[src/hw/rtl/twil_pkg.sv]
`timescale 1ns / 1ps
`default_nettype none

package twil_pkg;

    localparam int DEF_NODE_COUNT      = 4096;
    localparam int DEF_MAX_WORD_LENGTH = 45;
    localparam int ALPHABET_SIZE       = 27;
    localparam int SYM_W               = 5;
    localparam int NODES_USED_W        = 13;
    localparam int TOTAL_W             = 32;

    localparam logic [7:0]       LETTER_BASE    = 8'd65;
    localparam logic [7:0]       LETTER_COUNT   = 8'd26;
    localparam logic [7:0]       LOWER_FIRST    = 8'd97;
    localparam logic [7:0]       LOWER_LAST     = 8'd122;
    localparam logic [7:0]       CASE_OFFSET    = 8'd32;
    localparam logic [7:0]       APOSTROPHE     = 8'd39;
    localparam logic [SYM_W-1:0] APOSTROPHE_SYM = SYM_W'(ALPHABET_SIZE - 1);

    localparam logic OP_LOOKUP = 1'b0;
    localparam logic OP_INSERT = 1'b1;

    typedef enum logic [2:0] {
        ST_IDLE,
        ST_LINK,
        ST_PARENT,
        ST_WALK,
        ST_MARK,
        ST_FINISH
    } state_t;

    typedef struct packed {
        logic load;
        logic rd_link;
        logic rd_parent;
        logic walk;
        logic mark;
        logic finish;
    } cmd_t;

    typedef struct packed {
        logic failed;
        logic last;
        logic out_busy;
    } status_t;

    typedef struct packed {
        logic             ok;
        logic [SYM_W-1:0] code;
    } sym_t;

    function automatic sym_t symbol_of(input logic [7:0] c);
        sym_t       s;
        logic [7:0] u;
        s.ok   = 1'b0;
        s.code = '0;
        u      = c;
        if (c >= LOWER_FIRST && c <= LOWER_LAST)
        begin
            u = c - CASE_OFFSET;
        end
        if (c == APOSTROPHE)
        begin
            s.ok   = 1'b1;
            s.code = APOSTROPHE_SYM;
        end
        else if (u >= LETTER_BASE && u < LETTER_BASE + LETTER_COUNT)
        begin
            s.ok   = 1'b1;
            s.code = SYM_W'(u - LETTER_BASE);
        end
        return s;
    endfunction

endpackage

`default_nettype wire

[src/hw/rtl/twil_ctrl.sv]
`timescale 1ns / 1ps
`default_nettype none

module twil_ctrl
    import twil_pkg::*;
(
    input  wire logic    clk,
    input  wire logic    rst_n,
    input  wire logic    in_valid,
    output logic         in_ready,
    input  wire status_t status,
    output cmd_t         cmd
);

    state_t state_reg;
    state_t state_next;

    always_ff @(posedge clk or negedge rst_n)
    begin
        if (!rst_n)
        begin
            state_reg <= ST_IDLE;
        end
        else
        begin
            state_reg <= state_next;
        end
    end

    always_comb
    begin
        state_next = state_reg;
        cmd        = '0;
        in_ready   = 1'b0;
        unique case (state_reg)
            ST_IDLE:
            begin
                in_ready = 1'b1;
                if (in_valid)
                begin
                    cmd.load   = 1'b1;
                    state_next = ST_LINK;
                end
            end
            ST_LINK:
            begin
                // a failed word skips the walk and only waits for its last character
                if (status.failed)
                begin
                    state_next = status.last ? ST_FINISH : ST_IDLE;
                end
                else
                begin
                    cmd.rd_link = 1'b1;
                    state_next  = ST_PARENT;
                end
            end
            ST_PARENT:
            begin
                cmd.rd_parent = 1'b1;
                state_next    = ST_WALK;
            end
            ST_WALK:
            begin
                cmd.walk   = 1'b1;
                state_next = status.last ? ST_MARK : ST_IDLE;
            end
            ST_MARK:
            begin
                cmd.mark   = 1'b1;
                state_next = ST_FINISH;
            end
            ST_FINISH:
            begin
                // hold the result until the output register is free
                if (!status.out_busy)
                begin
                    cmd.finish = 1'b1;
                    state_next = ST_IDLE;
                end
            end
            default:
            begin
                state_next = ST_IDLE;
            end
        endcase
    end

endmodule

`default_nettype wire

[config.mk]
export PLATFORM = sky130hd
export DESIGN_NAME = twil_ctrl
export DESIGN_NICKNAME = d
export VERILOG_FILES = /design/src/hw/rtl/twil_pkg.sv /design/src/hw/rtl/twil_ctrl.sv
export SDC_FILE = /design/constraint.sdc
export NUM_CORES = 1
export LEC_CHECK = 0
export BUFFER_PORTS_ARGS = -buffer_cell sky130_fd_sc_hd__buf_2
export CAP_MARGIN = 20
export CORE_AREA = 2 2 39 41
export DETAILED_ROUTE_END_ITERATION = 8
export DIE_AREA = 0 0 41 43
export HOLD_SLACK_MARGIN = 0.03
export PLACE_DENSITY_LB_ADDON = 0.12
export SYNTH_ARGS = -nofsm -noshare
export SYNTH_HDL_FRONTEND = slang
export SYNTH_SLANG_ARGS = --single-unit
[constraint.sdc]
create_clock -name clk -period 1.2 [get_ports clk]
set_clock_uncertainty 0.1 [all_clocks]
set_input_delay 0.12 -clock clk [delete_from_list [all_inputs] [get_ports clk]]
set_output_delay 0.12 -clock clk [all_outputs]
set_load 0.02 [all_outputs]
[Word level (Yosys, flattened, before mapping)]
Cells that the tools add are included.
Operators by class
  eq/ne operators: 7
  mux-type cells: 16
  reduce and logical (&&, ||, !) cells: 2
Operators with widths (number)
  $pmux 3 s6: 1
  $mux 3: 5
  $mux 1: 10
  $eq 3x2->1 const B: 2
  $eq 3x3->1 const B: 2
  $ne 2x2->1 const B: 2
  $eq 3x1->1 const B: 1
  $logic_not 3->1: 1
  $reduce_and 2->1: 1
Storage, ports and cells
  flip-flop bits (word level): 3
  input bits: 6
  output and inout port bits: 7
  logic and storage cells: 26

[Logic depth before layout (Yosys ltp)]
Gate-level depths: netlist of the first run.
  depth in word-level cells: 3
  depth in mapped cells: 3
  depth with buffers taken out: 3

[Worst setup path before layout of the first run]
No wires, ideal clock.
  kind: flip-flop to flip-flop
  from: register state_reg[2]
  to: register state_reg[1]
  setup time: 0.067 ns
  arrival: 1.188 ns
  path slack: -0.155 ns
  stages on the path, launching flop included: 3
  period minus slack after synthesis: 1.355 ns
  cells stage by stage: dfrtp_1 -> nor3b_1 -> or2_1
On the way
  longest elaborated chain between the ends: 3
Ends and longest elaborated chain
  from (decl): line twil_ctrl.sv:15  | state_t state_reg;
  from (signal assigned): line twil_ctrl.sv:26  | state_reg <= state_next;
  $eq 3x3->1 or $logic_not 3->1 (tied branches): line twil_ctrl.sv:35  | unique case (state_reg)
  $ne 2x2->1 (no source line)
  $reduce_and 2->1 (no source line)
Several ways; a longest one is shown, not always the timed one.
A chain may end at the register's enable or synchronous reset.

==> results of run 1 <==
## logic make-up (layout without fill, tap and decap cells)
kind of cell           count (synthesis)  count (layout)  synth area share (%)
flip-flops                             3               3                  36.8
AO/OA/AOI/OAI                          4               4                  10.4
AND/OR/NAND/NOR                       16              16                  52.8
buffers and inverters                  0              22                     0
## timing repair
item | in CTS | in global routing
hold endpoints to repair | 3 | 0
buffers inserted | 3 | 1
pin swaps | 5 | 0
resized for setup | 18 | 6
hold buffers | 1 | 0
setup endpoints to repair | 8 | 8
## layer usage
metal | up-vias | track usage, % | wire length [µm] | part of all wire [%]
li1 | 122 | - | - | -
met5 | - | 0 | 0 | 0
met4 | 0 | 6.00 | 17 | 2.8
met1 | 114 | 12.3 | 257 | 42
met2 | 12 | 10.6 | 296 | 48
met3 | 2 | 6.28 | 47 | 7.6
## worst paths after layout
kind / from / end / cells after the start
min: status[1] / state_reg[2]$_DFFE_PN0P_ / 3
max in group asynchronous: rst_n / state_reg[0]$_DFFE_PN0P_ / 2
max reg2reg: state_reg[2]$_DFFE_PN0P_ / state_reg[0]$_DFFE_PN0P_ / 5
max: state_reg[0]$_DFFE_PN0P_ / cmd[5] / 3
min reg2reg: state_reg[2]$_DFFE_PN0P_ / state_reg[2]$_DFFE_PN0P_ / 3
min in group asynchronous: rst_n / state_reg[1]$_DFFE_PN0P_ / 2
## metrics by stage
stage	hold slack, ns	setup WS (ns)
2_1_floorplan	-0.276	-0.0221
3_3_place_gp	-0.179	-0.0213
3_5_place_dp	-0.184	-0.0338
4_1_cts	0.0620	-0.201
5_1_grt	0.0832	-0.257
6_report	0.0670	-0.192
## critical path: stages (launching register included)
cell and delay, ns:
dfrtp_2 0.45, nor3_4 0.22, and2_4 0.17, buf_6 0.10
## layout make-up
class	count	area [µm²]	share of cell area (%)
tap	16	20.0	4.34
clock buffer	4	26.3	5.69
sequential	3	78.8	17.1
multi-input combinational	20	185	40.1
timing repair buffer	18	151	32.8
## power by group
part / switching [mW] / internal (mW) / leakage, nW
logic: 0.283 / 0.444 / 0.159
registers: 0.113 / 0.154 / 0.0339
clock network: 0.0512 / 0.125 / 0.0150
## cell usage in the layout, fill, tap and decap left out, types with 2 or more instances in the layout
cell / Yosys / layout
nor2b_4: 0 / 2
buf_6: 0 / 7
dfrtp_2: 0 / 3
buf_2: 0 / 5
clkbuf_4: 0 / 3
and2_4: 1 / 3
buf_4: 0 / 5
==> qor.yml, run 1 <==
floorplanning:
  die_h_um: 43
  die_x_um: 41
  pin_count: 13
  coreArea_um2: 1380
  start_util_pct: 14.7
  fp-row-count: 14
  die_area_um2: 1760
synthesis:
  synth_top_area_share_pct: 36.8
  ys_warn_count: 0
  syn_inst: 23
  synth-async-reset-ratio_pct: 100
  synth-seq-area-share_pct: 36.8
  synth_seq_cells: 3
  syn_area_per_cell_um2: 8.87
  synth_common_cells: "dfrtp_1, nor2b_1, nand2b_1, nor3b_1"
  synth-edff-count: 0
  synth_flop_cell: "dfrtp_1"
  ys_top_cells_by_area: "dfrtp_1, nor2b_1, nor3b_1"
  syn_area_um2: 204
  synth_cell_types: 17
  synth_top_cell_by_area: "dfrtp_1"
  synthesis.nets: 29
grt:
  grt_first_pass_wirelength_mm: 1.04
  globalRoute.totalOverflow: 0
  antenna_found_initial: 0
  grt_usage_pct: 9.35
  grt_pass1_vias: 253
  grt_max_degree: 8
finish:
  fillers: 150
  largest_reg_flops: 3
  drive_above_1_share_pct: 75.6
  final_cell_count_no_fill: 61
  fin_area_um2: 462
  syn_to_final_growth_pct: 126
  antenna-diode-count: 0
  nNetsFinal: 52
  utilization_pct: 33.4
route:
  routed_wirelength_um: 618
  vias: 250
  ant_nets: 0
  drtPass1Iterations: 2
  viasPerCell: 4.10
  drt_iter0_drc: 3
  wire_per_inst_um: 10.1
  drc: 0
setup_path:
  arrival_ns: 1.17
  startpoint_type: "flop"
  ff2ff_setup_slack_ns: -0.05
  crit_fanout: 6
  endpoint_kind: "output port"
  crit_required_ns: 0.98
  crit_type: "reg2out"
status:
  run_status: "complete, but fails checks"
  violations: "setup timing"
placed_design:
  routabilityCongestion: 0.634
  place_area_um2: 312
  dp.cells: 52
  dpl.hpwl_um: 414
  portBuffers: 12
timing:
  slew_viol_final: 0
  slew_headroom_pct: 85.8
  finalSetupTns_ns: -1.07
  period_needed_ns: 1.39
  tightest_slew_ns: 0.213
  fmax_ghz: 0.718
  final_critical_path_setup_slack_ns: -0.192
  setup_viol: 8
  fin_crit_sh_pct: 116
  finalHoldViolations: 0
  rsz0062_at_grt: "yes"
power_and_ir_drop:
  p_leak_nw: 0.208
  ir_drop_mv: 1.10
  power_density_nw_per_um2: 2530
  power_mw: 1.17
cts:
  clk_path_buf_depth: 2
  cts_tree: "yes"
  clock-root-buffer: "clkbuf_4"
  clk_pin_slew_ns: 0.03
  numCtsBuffers: 3
  cts_sinks: 3
  worstSkewPairLatency_ns: 0.23
  htreeDepth: 1
min_path:
  worstHoldPathType: "in2reg"
job:
  drv_cap: 0
Note: power is estimated with default switching activity, not from simulation.
==> run 2, diff against run 1 <==
==> constraint.sdc (replaced) <==
create_clock -name clk -period 1.2 [get_ports clk]
set_clock_uncertainty 0.1 [all_clocks]
set_input_delay 0.36 -clock clk [delete_from_list [all_inputs] [get_ports clk]]
set_output_delay 0.36 -clock clk [all_outputs]
set_load 0.05 [all_outputs]
==> run 2 against run 1 <==
Net effect:
- largest power group unchanged
- sequential cell count unchanged
- critical path type unchanged
- non-clock buffer count is 1 higher
- power grew 23%
- core utilization grew 2.3 points
- the flow still finishes with violations (setup timing)
- critical path depth did not move
- first-iteration DRC count is 33% lower
- clock-buffer cell count unchanged
- global-route usage fell by 0.59 points
- via count shrank 2.4%
- sequential power down 4%
- highest routed layer is now met3
- register-to-register slack improved by 0.02 ns
==> qor.yml, run 2 (synthesis results as in run 1) <==
grt:
  globalRoute.totalOverflow: 0  # unchanged
  grt_usage_pct: 8.75  # -0.59 points
  grt_max_degree: 7  # -1
  antenna_found_initial: 0  # unchanged
  grt_pass1_vias: 278  # +9.9%
  grt_first_pass_wirelength_mm: 1.01  # -2.7%
route:
  routed_wirelength_um: 612  # -0.97%
  viasPerCell: 3.94  # -4.0%
  wire_per_inst_um: 9.87  # -2.6%
  vias: 244  # -2.4%
  drc: 0  # unchanged
  ant_nets: 0  # unchanged
  drtPass1Iterations: 3  # +1
  drt_iter0_drc: 2  # -1
placed_design:
  place_area_um2: 344  # +10%
  routabilityCongestion: 0.668  # +5.4%
  dp.cells: 55  # +5.8%
  dpl.hpwl_um: 439  # +6.2%
  portBuffers: 12  # unchanged
  place_ws_ns: -0.325  # -0.292 ns
cts:
  cts_tree: "yes"
  worstSkewPairLatency_ns: 0.23  # about the same
  clk_pin_slew_ns: 0.03  # about the same
  htreeDepth: 1  # unchanged
  numCtsBuffers: 3  # unchanged
  clock-root-buffer: "clkbuf_4"
  cts_sinks: 3  # unchanged
  clk_path_buf_depth: 2  # unchanged
min_path:
  worstHoldPathType: "in2reg"
power_and_ir_drop:
  power_density_nw_per_um2: 2920  # +15%
  p_int_uw: 800  # +11%
  p_sw_share_pct: 44.3  # +6.2 points
  ir_drop_mv: 1.61  # +46%
  p_sw_uw: 638  # +43%
  power_frac_seq_pct: 17.8  # -5.0 points
  p_leak_nw: 0.220  # +5.8%
  clkPwrFrac_pct: 11.8  # -3.2 points
  p_comb_share_pct: 70.3  # +8.1 points
  power_mw: 1.44  # +23%
floorplanning:
  start_util_pct: 14.7  # unchanged
  fp-row-count: 14  # unchanged
  die_area_um2: 1760  # unchanged
  die_x_um: 41  # unchanged
  coreArea_um2: 1380  # unchanged
  die_h_um: 43  # unchanged
  pin_count: 13  # unchanged
timing:
  tightest_slew_ns: 0.183  # -0.0303 ns
  fin_crit_sh_pct: 139  # +23 points
  period_needed_ns: 1.66  # +0.271 ns
  setup_viol: 8  # unchanged
  slew_viol_final: 0  # unchanged
  rsz0062_at_grt: "yes"
  finalHoldViolations: 0  # unchanged
  finalSetupTns_ns: -2.94  # -1.87 ns
  whs_ns: 0.304  # +0.237 ns
  final_critical_path_setup_slack_ns: -0.463  # -0.271 ns
  slew_headroom_pct: 87.8  # +2.0 points
  fmax_ghz: 0.601  # -16%
setup_path:
  crit_required_ns: 0.74  # -0.24 ns
  endpoint_kind: "output port"
  arrival_ns: 1.20  # +0.03 ns
  crit_fanout: 4  # -2
  startpoint_type: "flop"
  crit_type: "reg2out"
job:
  drv_cap: 0  # unchanged
finish:
  drive_above_1_share_pct: 80.4  # +4.9 points
  nNetsFinal: 53  # +1.9%
  largest_reg_flops: 3  # unchanged
  utilization_pct: 35.6  # +2.3 points
  syn_to_final_growth_pct: 142
  final_common_cell: "buf_6"
  antenna-diode-count: 0  # unchanged
  fin_area_um2: 493  # +6.8%
  final_cell_mix: "buf_6, buf_2, buf_8"
  fillers: 149  # -0.67%
  final_cell_count_no_fill: 62  # +1.6%
status:
  run_status: "complete, but fails checks"
  violations: "setup timing"
run 2: cell types whose count changed in the layout (fill, tap and decap cells not counted), sizes merged:
cell | previous run | this run
buf | 17 | 18
run 2: area by class of cell:
cell class                      instances  area [µm²]  area share, %
Multi-Input combinational cell         20         183           37.1
Timing Repair Buffer                   19         185           37.6
Sequential cell                         3        78.8           16.0
Clock buffer                            4        26.3           5.33
Tap cell                               16        20.0           4.06
run 2: routing by layer:
metal  routed length (µm)  share of wire, %  up-vias  global-route usage (%)
met1                  258                42      112                    11.0
met2                  318                52        8                    11.9
li1                     -                 -      124                       -
met4                    0                 0        0                    6.00
met3                   35               5.7        0                    3.14
met5                    0                 0        -                       0
run 2: final timing paths:
kind / from / to / slack [ns] / cells after the start
worst max-delay path: state_reg[2]$_DFFE_PN0P_ / cmd[5] / -0.46 / 3
worst min-delay path: status[1] / state_reg[2]$_DFFE_PN0P_ / 0.30 / 3
worst max register to register: state_reg[2]$_DFFE_PN0P_ / state_reg[0]$_DFFE_PN0P_ / -0.03 / 4
worst min register to register: state_reg[1]$_DFFE_PN0P_ / state_reg[2]$_DFFE_PN0P_ / 0.65 / 2
max in group asynchronous: rst_n / state_reg[2]$_DFFE_PN0P_ / 0.52 / 2
min in group asynchronous: rst_n / state_reg[1]$_DFFE_PN0P_ / 0.36 / 2
run 2: timing repair:
item / 4_1_cts / 5_1_grt
pin swaps: 3 / 4
setup endpoints to repair: 8 / 10
hold buffers: 1 / 0
hold endpoints to repair: 3 / 0
setup buffers: 2 / 1
resized for setup: 19 / 9
run 2: power groups by stage:
stage | clock network (mW) | logic [mW] | registers, mW
after detailed placement | 0 | 0.713 | 0.244
after global placement | 0 | 0.716 | 0.245
after floorplan | 0 | 0.510 | 0.237
after global routing | 0.187 | 1.07 | 0.268
final | 0.170 | 1.01 | 0.256
after CTS | 0.178 | 0.932 | 0.243
run 2: critical path: stages, from the launching register on:
cell and delay (ns):
dfrtp_2 0.46, nor3_4 0.22, and2_4 0.17, buf_8 0.13
==> run 3, diff against run 2 <==
--- a/config.mk
+++ b/config.mk
@@ -5,11 +5,11 @@
 export SDC_FILE = /design/constraint.sdc
 export NUM_CORES = 1
 export LEC_CHECK = 0
-export BUFFER_PORTS_ARGS = -buffer_cell sky130_fd_sc_hd__buf_2
 export CAP_MARGIN = 20
 export CORE_AREA = 2 2 39 41
 export DETAILED_ROUTE_END_ITERATION = 8
 export DIE_AREA = 0 0 41 43
+export DONT_BUFFER_PORTS = 1
 export HOLD_SLACK_MARGIN = 0.03
 export PLACE_DENSITY_LB_ADDON = 0.12
 export SYNTH_ARGS = -nofsm -noshare
==> run 3 against run 2 <==
Net effect:
- the run still ends with setup timing left
- sequential power rose by 10%
- global-route usage up 0.29 points
- clock-buffer cell count unchanged
- hold slack worse by 0.11 ns
- combinational power decreased by 16%
- fmax rose by 1.4%
- worst setup slack improved by 0.023 ns
- sequential cell count did not move
- cell count down 11%
==> qor.yml, run 3 (synthesis results as in run 1) <==
status:
  run_status: "complete, but fails checks"
  violations: "setup timing"
finish:
  largest_reg_flops: 3  # unchanged
  antenna-diode-count: 0  # unchanged
  final_common_cell: "buf_4"
  fillers: 163  # +9.4%
  syn_to_final_growth_pct: 108
  final_cell_mix: "buf_4, buf_6"
  drive_above_1_share_pct: 71.8  # -8.6 points
  fin_area_um2: 424  # -14%
  nNetsFinal: 46  # -13%
floorplanning:
  die_area_um2: 1760  # unchanged
  pin_count: 13  # unchanged
  start_util_pct: 14.7  # unchanged
  die_x_um: 41  # unchanged
  die_h_um: 43  # unchanged
  coreArea_um2: 1380  # unchanged
  fp-row-count: 14  # unchanged
placed_design:
  routabilityCongestion: 0.657  # -1.7%
  portBuffers: 0  # -12
  dpl.hpwl_um: 436  # -0.68%
  place_area_um2: 319  # -7.3%
route:
  ant_nets: 0  # unchanged
  viasPerCell: 4.20  # +6.7%
  vias: 231  # -5.3%
  drc: 0  # unchanged
  drtPass1Iterations: 3  # unchanged
  drt_iter0_drc: 4  # +2
  wire_per_inst_um: 11.6  # +17%
  routed_wirelength_um: 637  # +4.1%
min_path:
  holdPathStages: 2  # -1
  worstHoldPathType: "in2reg"
timing:
  rsz0062_at_grt: "yes"
  setup_viol: 10  # +2
  slew_viol_final: 0  # unchanged
  period_needed_ns: 1.64  # -0.0231 ns
  fin_crit_sh_pct: 137  # -1.9 points
  tightest_slew_ns: 0.237  # +0.0538 ns
  finalHoldViolations: 0  # unchanged
  slew_headroom_pct: 84.2  # -3.5 points
  fmax_ghz: 0.610  # +1.4%
  final_critical_path_setup_slack_ns: -0.440  # +0.0231 ns
cts:
  numCtsBuffers: 3  # unchanged
  cts_tree: "yes"
  clk_path_buf_depth: 2  # unchanged
  cts_sinks: 3  # unchanged
  clk_pin_slew_ns: 0.04  # about the same
  worstSkewPairLatency_ns: 0.23  # about the same
  clock-root-buffer: "clkbuf_4"
  htreeDepth: 1  # unchanged
grt:
  grt_use_met2_pct: 13.4  # +1.6 points
  grt_usage_pct: 9.05  # +0.29 points
  antenna_found_initial: 0  # unchanged
  busiest_layer: "met2"
  met1_usage_pct: 9.35  # -1.6 points
  grtUsageMet3_pct: 3.14  # unchanged
  grt_max_degree: 8  # +1
  grt_pass1_vias: 282  # +1.4%
  grt_first_pass_wirelength_mm: 1.06  # +4.8%
  globalRoute.totalOverflow: 0  # unchanged
setup_path:
  crit_fanout: 7  # +3
  startpoint_type: "flop"
  crit_type: "reg2out"
  crit_required_ns: 0.74  # about the same
  worst-r2r-cell-count: 4  # unchanged
  endpoint_kind: "output port"
  arrival_ns: 1.18  # -0.02 ns
power_and_ir_drop:
  ir_drop_mv: 1.37  # -15%
  power_density_nw_per_um2: 3090  # +5.9%
  p_leak_nw: 0.184  # -16%
  power_mw: 1.31  # -8.8%
job:
  drv_cap: 0  # unchanged
[run 3: worst paths after layout]
kind,startpoint,end,slack (ns)
min reg2reg,state_reg[2]$_DFFE_PN0P_,state_reg[2]$_DFFE_PN0P_,0.64
min in group asynchronous,rst_n,state_reg[1]$_DFFE_PN0P_,0.28
max,state_reg[1]$_DFFE_PN0P_,cmd[5],-0.44
min,status[1],state_reg[2]$_DFFE_PN0P_,0.19
max in group asynchronous,rst_n,state_reg[2]$_DFFE_PN0P_,0.57
max reg2reg,state_reg[1]$_DFFE_PN0P_,state_reg[0]$_DFFE_PN0P_,-0.13
[run 3: stage by stage]
step	setup slack [ns]	cells	util [%]	hold slack, ns	setup TNS [ns]
2_1_floorplan	-0.575	23	-	-0.0356	-2.54
3_3_place_gp	-0.233	46	23.1	-0.0355	-1.43
3_5_place_dp	-0.246	46	23.1	-0.0355	-1.50
4_1_cts	-0.439	54	29.4	0.192	-3.06
5_1_grt	-0.493	55	30.7	0.199	-3.56
6_report	-0.440	55	30.7	0.193	-2.95
[run 3: worst max-delay path, cell delays in order, from the launching register on]
cell     delay [ns]
dfrtp_2        0.46
nor3_4         0.22
and2_4         0.26
[run 3: final cells by class]
type	count	area (µm²)	share of cell area [%]
repair buffers	12	120	28.3
flip-flops and latches	3	78.8	18.6
multi-input cells	20	179	42.2
well taps	16	20.0	4.72
clock buffers	4	26.3	6.19
[run 3: repair_timing]
| action | in CTS | in global routing |
|---|---|---|
| endpoints found under the hold margin | 3 | 0 |
| gates resized for setup | 7 | 3 |
| buffers inserted | 3 | 1 |
| endpoints found under the setup margin | 9 | 10 |
| hold buffers | 1 | 0 |
| pin swaps | 3 | 3 |
[run 3: report_power, final]
part           switching, mW  leakage [nW]  total [mW]  internal, mW
sequential             0.128        0.0339       0.282         0.154
combinational          0.427         0.136       0.853         0.425
clock                 0.0517        0.0150       0.176         0.125
[run 3: per-layer routing]
metal,vias up,wire (µm)
li1,110,-
met1,111,226
met2,10,341
met3,0,69
met4,0,0
met5,-,0
